==> src/sv/psrm_pkg.sv <==
// ----------------------------------------------------------------------------
// psrm_pkg - shared types and constants for the positional range-min core
// Holds the default capacity, the empty-range marker, the item kind codes
// and the link word handed from one sequence cell to the next.
// ----------------------------------------------------------------------------
package psrm_pkg;

   localparam int CAPACITY_DEFAULT = 1024;
   localparam int FIELD_POS_W      = 11;
   localparam int VALUE_W          = 32;

   localparam logic signed [VALUE_W-1:0] EMPTY_MIN = 32'sd2000000000;

   typedef enum logic {
      KIND_INSERT = 1'b0,
      KIND_QUERY  = 1'b1
   } kind_type;

   // running minimum that walks down the row of cells
   typedef struct packed {
      logic                      wave;
      logic                      found;
      logic signed [VALUE_W-1:0] min;
   } link_type;

endpackage

==> src/sv/psrm_cell.sv <==
// ----------------------------------------------------------------------------
// psrm_cell - one position of the ordered sequence
// Holds one value, loads the new value or its lower neighbor's on insert
// and folds it into the passing running minimum when its position is in range.
// ----------------------------------------------------------------------------
module psrm_cell #(
   parameter int INDEX = 0,
   parameter int IW    = 11
) (
   input  logic                                 clock,
   input  logic                                 reset,
   input  logic                                 shift,
   input  logic [IW-1:0]                        pos,
   input  logic signed [psrm_pkg::VALUE_W-1:0]  value_new,
   input  logic [IW-1:0]                        lo,
   input  logic [IW-1:0]                        hi,
   input  logic signed [psrm_pkg::VALUE_W-1:0]  prev_value,
   input  psrm_pkg::link_type                   link_in,
   output logic signed [psrm_pkg::VALUE_W-1:0]  own_value,
   output psrm_pkg::link_type                   link_out
);

   localparam logic [IW-1:0] IDX = IW'(INDEX);

   logic signed [psrm_pkg::VALUE_W-1:0] value_ff, value_in;
   logic                                wave_ff;
   logic                                found_ff, found_in;
   logic signed [psrm_pkg::VALUE_W-1:0] min_ff, min_in;
   logic                                hit;

   assign hit = (IDX >= lo) && (IDX < hi);

   always_comb begin
      value_in = value_ff;
      if (shift) begin
         if (IDX > pos) begin
            value_in = prev_value;
         end else if (IDX == pos) begin
            value_in = value_new;
         end
      end
   end

   always_comb begin
      found_in = link_in.found;
      min_in   = link_in.min;
      if (hit && (!link_in.found || (value_ff < link_in.min))) begin
         found_in = 1'b1;
         min_in   = value_ff;
      end
   end

   always_ff @(posedge clock) begin
      value_ff <= value_in;
      if (link_in.wave) begin
         found_ff <= found_in;
         min_ff   <= min_in;
      end
   end

   always_ff @(posedge clock) begin
      if (reset) begin
         wave_ff <= 1'b0;
      end else begin
         wave_ff <= link_in.wave;
      end
   end

   assign own_value      = value_ff;
   assign link_out.wave  = wave_ff;
   assign link_out.found = found_ff;
   assign link_out.min   = min_ff;

endmodule

==> config.mk <==
export PLATFORM = sky130hd
export DESIGN_NAME = psrm_cell
export DESIGN_NICKNAME = d
export VERILOG_FILES = /design/src/sv/psrm_pkg.sv /design/src/sv/psrm_cell.sv
export SDC_FILE = /design/constraint.sdc
export NUM_CORES = 1
export LEC_CHECK = 0
export CORE_ASPECT_RATIO = 0.7
export CORE_MARGIN = 3
export CORE_UTILIZATION = 45
export DETAILED_ROUTE_END_ITERATION = 10
export DONT_BUFFER_PORTS = 1
export SYNTH_ARGS = -nofsm -noshare
export SYNTH_HDL_FRONTEND = slang
export SYNTH_SLANG_ARGS = --single-unit
==> constraint.sdc <==
create_clock -name clock -period 3.2 [get_ports clock]
set_clock_uncertainty 0.15 [all_clocks]
set_input_delay 0.32 -clock clock [delete_from_list [all_inputs] [get_ports clock]]
set_output_delay 0.32 -clock clock [all_outputs]
set_load 0.01 [all_outputs]
# After elaboration in Yosys (flattened, before gate mapping)
# Index checks and enable logic that the tools add are counted.
classes:
  reduce_logical: 7
  magnitude_cmp: 4
  mux: 3
ops:
  columns: ["op", "n"]
  rows:
  - ["$mux W32", 3]
  - ["$lt A32 B32 Y1", 1]
  - ["$ge A1 B11 Y1 const A", 1]
  - ["$gt A1 B11 Y1 const A", 1]
  - ["$logic_not A11 Y1", 1]
  - ["$lt A1 B11 Y1 const A", 1]
  - ["$logic_and A1 B1 Y1", 2]
  - ["$reduce_and A2 Y1", 1]
  - ["$reduce_bool A2 Y1", 1]
  - ["$logic_not A1 Y1", 1]
  - ["$logic_or A1 B1 Y1", 1]
totals:
  out_inout_bits: 66
  elab_cells: 18
  regBits: 66
  inputBits: 134

# Depth between registers and ports, before layout
depth:
  ltp_word: 4
  mapped_depth: 12
  mapped_depth_nobuf: 8

# Least setup slack after synthesis
# OpenSTA, ideal clock, no wires.
synth_timing:
  kind: "register -> register"
  from: "register value_ff, in the netlist own_value[31]"
  to: "register min_ff[12] (netlist bit) (data pin)"
  period_less_slack_ns: 2.682
  n_path_buf: 4
  slack_ns: 0.518
  setup_ns: 0.261
  t_required_ns: 2.789
  stages_incl_launch_ff: 12
  arrival_time_ns: 2.271
  path_cell_list: "edfxtp_1 ha_1 buf_6 nand4_4 nor2_1 a211o_1 buf_2 or2_1 buf_6 nor3_4 buf_2 o21ai_0"
synth_between:
  elab_chain_cells: 4
synth_lines:
  columns: ["element", "line", "rtl"]
  rows:
  - ["start, declared", "psrm_cell.sv:25", "logic signed [psrm_pkg::VALUE_W-1:0] value_ff, value_in;"]
  - ["start signal, assigned", "psrm_cell.sv:54", "value_ff <= value_in;"]
  - ["$lt A32 B32 Y1", "psrm_cell.sv:47", "if (hit && (!link_in.found || (value_ff < link_in.min))) begin"]
  - ["$logic_or A1 B1 Y1", "psrm_cell.sv:47", null]
  - ["$logic_and A1 B1 Y1", "psrm_cell.sv:47", null]
  - ["$mux W32", "psrm_cell.sv:47", null]
  - ["via min_in, one bit", "psrm_cell.sv:28", "logic signed [psrm_pkg::VALUE_W-1:0] min_ff, min_in;"]
  - ["end signal, assigned", "psrm_cell.sv:57", "min_ff <= min_in;"]
  - ["end, declared", "psrm_cell.sv:28", null]
# The timed path passes the listed nets, and every way through them passes these cells.
# A chain may end at the register's enable or synchronous reset.

# Worst setup path in the final report
layout_timing:
  from: "register value_ff, in the netlist own_value[30]"
  to: "register min_ff[22] (netlist bit) (data pin)"
# Same word-level chain as after synthesis.

==> reports/results.ini <==
[status]
run_status = complete, no violations

[critical_path]
setup.worst_path.start_class = flop
critical_path.max_fanout = 17
critPathMostFrequentCell = sky130_fd_sc_hd__buf_4
required_time_at_the_endpoint_of_the_critical_path_ps = 3090
cp_cell_sequence = ha_1 -> nand4_4 -> nor3_1 -> o2bb2ai_4 -> buf_4 -> o211ai_1 -> buf_4 -> nand3_1 -> o21ai_0
critical_path.slowest_cell = sky130_fd_sc_hd__edfxtp_1
worstPathArrival_ps = 2910
timing.critical_path.slowest_cell_delay_ps = 510
crit_type = flop to flop
critPathBufInv = 2
cp-end-kind = flop
crit_family = simple AND/OR/NAND/NOR gates

[cts]
clock_tree_from_tritoncts = built
clkLatencyLatePin_ps = 330
clock-root-buffer = sky130_fd_sc_hd__clkbuf_16
clkSinkCount = 66
clk_pin_slew_ps = 50
clk_path_buf_depth = 2
h-tree-depth = 3
numCtsBuffers = 9
cts_setup_buffers = 0
postCtsResizedCells = 0
hold_buffers = 35

[placement]
finalWeightedCongestion = 0.8492
post-place-ws_ps = 190.6
port-buffer-count = 0
place.detailed.hpwl_um = 9199

[synth]
synthCells = 464
synth_edf_count = 65
netlist_area_um2 = 4574
count_of_unique_library_cells_instantiated_by_yosys = 41
async_flop_share_pct = 0
yosys_register_bits = 66
synthesis.area_per_instance_um2 = 9.859
synth.yosys.seq_area_share_pct = 43.11
dominant_synthesized_flop_cell = sky130_fd_sc_hd__edfxtp_1
synth.net_count = 629
ys_warn_count = 0

[timing]
finalCriticalPeriod_ps = 3015
grt_setup_unrepaired = false
worst_pin_slew_ps = 827.7
finalSetupTns_ps = 0
maxClockFrequency_ghz = 0.3317
slew_headroom_pct = 44.82
final_hold_viol_count = 0
post-route-period-util_pct = 94.20
final-max-slew-violation-count = 0
finalWorstSetupSlack_ps = 185.5
setup_violations = 0

[die]
die_width_um = 126.5
design.core.area_um2 = 9797
floorplan_row_count = 30
ios = 200
fp.dieH_um = 90.36
die_area_um2 = 11430
initial_core_util_pct = 46.69

[routing]
route.detailed.vias_per_inst = 6.528
detailroute.via_count = 3845
postRouteAntennaNets = 0
detailed_routing_iteration_count_for_the_pre_antenna_repair_pass = 6
first_iter_violations = 428
drc = 0
routed_wl_um = 13870
route.detailed.wl_per_inst_um = 23.55

[layout]
post_route_cells_drive_above_1_share_pct = 9.978
syn_to_final_growth_pct = 16.08
final_nets = 621
antennaDiodeCount = 0

[job]
max_cap_violations = 0

[global_routing]
grt.total_usage_pct = 23.97
globalRoute.totalOverflow = 0
first_global_vias = 3879
initial_antenna_violation_count = 0
grt_max_degree = 66
grt_first_pass_wirelength_um = 21490

[power_and_ir_drop]
worst_ir_drop_vdd_mv = 0.2817
power_density_nw_per_um2 = 421.1
power.static_leakage_uw = 0.001894

[hold_path]
worst_hold_path_type = primary input to flop

-- cell families after synthesis --
logic type | share of synthesized area, %
and+or+nand+nor | 17.40
AOI/OAI and AO/OA | 20.76
buffers and inverters | 10.26
DFF | 43.11
adders and majority gates | 8.479
-- Yosys cell counts (2+ instances only) --
master                      count  area (um2)
sky130_fd_sc_hd__nand2_1        8       30.03
sky130_fd_sc_hd__nor4_1         6       37.54
sky130_fd_sc_hd__nand3_1       67       335.3
sky130_fd_sc_hd__a21oi_1       12       60.06
sky130_fd_sc_hd__a21o_1         2       15.01
sky130_fd_sc_hd__o311a_1       32       320.3
sky130_fd_sc_hd__buf_4          2       15.01
sky130_fd_sc_hd__buf_2          9       45.04
sky130_fd_sc_hd__nand4_1        4       25.02
sky130_fd_sc_hd__nand3b_1      32       240.2
sky130_fd_sc_hd__inv_1         32       120.1
sky130_fd_sc_hd__nor3_1         3       15.01
sky130_fd_sc_hd__o21ai_1        2       10.01
sky130_fd_sc_hd__o21ai_0       35       175.2
sky130_fd_sc_hd__nand2b_1       2       12.51
sky130_fd_sc_hd__buf_6          5       56.30
sky130_fd_sc_hd__ha_1          31       387.9
sky130_fd_sc_hd__o2111ai_1     32       280.3
sky130_fd_sc_hd__nor2_1         2       7.510
sky130_fd_sc_hd__edfxtp_1      65        1952
sky130_fd_sc_hd__clkbuf_1      61       229.0
-- per-stage QoR --
stage               instances  instance area [um2]  total power, uW  hold slack [ps]  util (%)
floorplan                 464                 4574             1150            241.6         -
detailed placement        538                 4641             1169            245.0     47.37
CTS                       589                 5310             2265            10.09     54.20
global placement          538                 4641             1165            243.9     47.37
global route              589                 5310             2319            12.50     54.20
finish                    589                 5310             2236            27.00     54.20
-- area by class of cell --
cell class	count	area (um2)
Tap cell	128	160.2
Clock buffer	9	225.2
Timing Repair Buffer	58	570.5
Sequential cell	66	1972
Clock inverter	7	83.83
Multi-Input combinational cell	288	2175
Inverter	33	123.9
Fill cell	822	4487
-- power by group --
| group | leakage (uW) | internal, uW | switching [uW] | total [uW] |
|---|---|---|---|---|
| sequential | 0.000619 | 991 | 32.4 | 1020 |
| combinational | 0.00113 | 79.5 | 95.1 | 175 |
| clock | 0.000148 | 672 | 366 | 1040 |
| total | 0.00189 | 1740 | 494 | 2240 |
-- final timing paths --
kind | from | endpoint | slack (ps) | depth (start not counted)
worst max-delay path | own_value[30]$_DFFE_PP_ | min_ff[22]$_DFFE_PP_ | 190 | 9
worst min-delay path | link_in[32] | found_ff$_SDFFCE_PP1P_ | 30 | 1
worst max register to register | own_value[30]$_DFFE_PP_ | min_ff[22]$_DFFE_PP_ | 190 | 9
worst min register to register | own_value[9]$_DFFE_PP_ | min_ff[9]$_DFFE_PP_ | 700 | 3
-- sequential cells by signal, indices dropped and copies added, names as in the netlist --
register / count
own_value: 32
min_ff: 32
found_ff: 1
wave_ff: 1
-- layout by cell type, fill, tap and decap left out, types with 2 or more instances in the layout --
| cell | n |
|---|---|
| sky130_fd_sc_hd__o2bb2ai_4 | 2 |
| sky130_fd_sc_hd__dlygate4sd3_1 | 34 |
| sky130_fd_sc_hd__buf_12 | 4 |
| sky130_fd_sc_hd__a21o_1 | 2 |
| sky130_fd_sc_hd__o21ai_0 | 35 |
| sky130_fd_sc_hd__nand3b_1 | 32 |
| sky130_fd_sc_hd__clkbuf_16 | 9 |
| sky130_fd_sc_hd__clkinv_1 | 3 |
| sky130_fd_sc_hd__a21oi_1 | 12 |
| sky130_fd_sc_hd__nand2_1 | 8 |
| sky130_fd_sc_hd__buf_4 | 20 |
| sky130_fd_sc_hd__nor2_1 | 2 |
| sky130_fd_sc_hd__nand2b_1 | 2 |
| sky130_fd_sc_hd__ha_1 | 31 |
| sky130_fd_sc_hd__nand3_1 | 67 |
| sky130_fd_sc_hd__edfxtp_1 | 65 |
| sky130_fd_sc_hd__o311a_1 | 32 |
| sky130_fd_sc_hd__o2111ai_1 | 32 |
| sky130_fd_sc_hd__o21ai_1 | 2 |
| sky130_fd_sc_hd__nand4_1 | 4 |
| sky130_fd_sc_hd__bufinv_16 | 2 |
| sky130_fd_sc_hd__nor4_1 | 6 |
| sky130_fd_sc_hd__nor3_1 | 3 |
| sky130_fd_sc_hd__inv_1 | 32 |
-- layer usage --
| metal | GRT usage (%) | share of wire [%] | up-vias |
|---|---|---|---|
| met3 | 8.688 | 11 | 11 |
| li1 | - | - | 1770 |
| met1 | 32.17 | 43 | 1837 |
| met4 | 5.804 | 0.87 | 0 |
| met5 | 0 | 0 | - |
| met2 | 37.02 | 45 | 227 |
No activity file was read; power rests on OpenSTA's default activity.
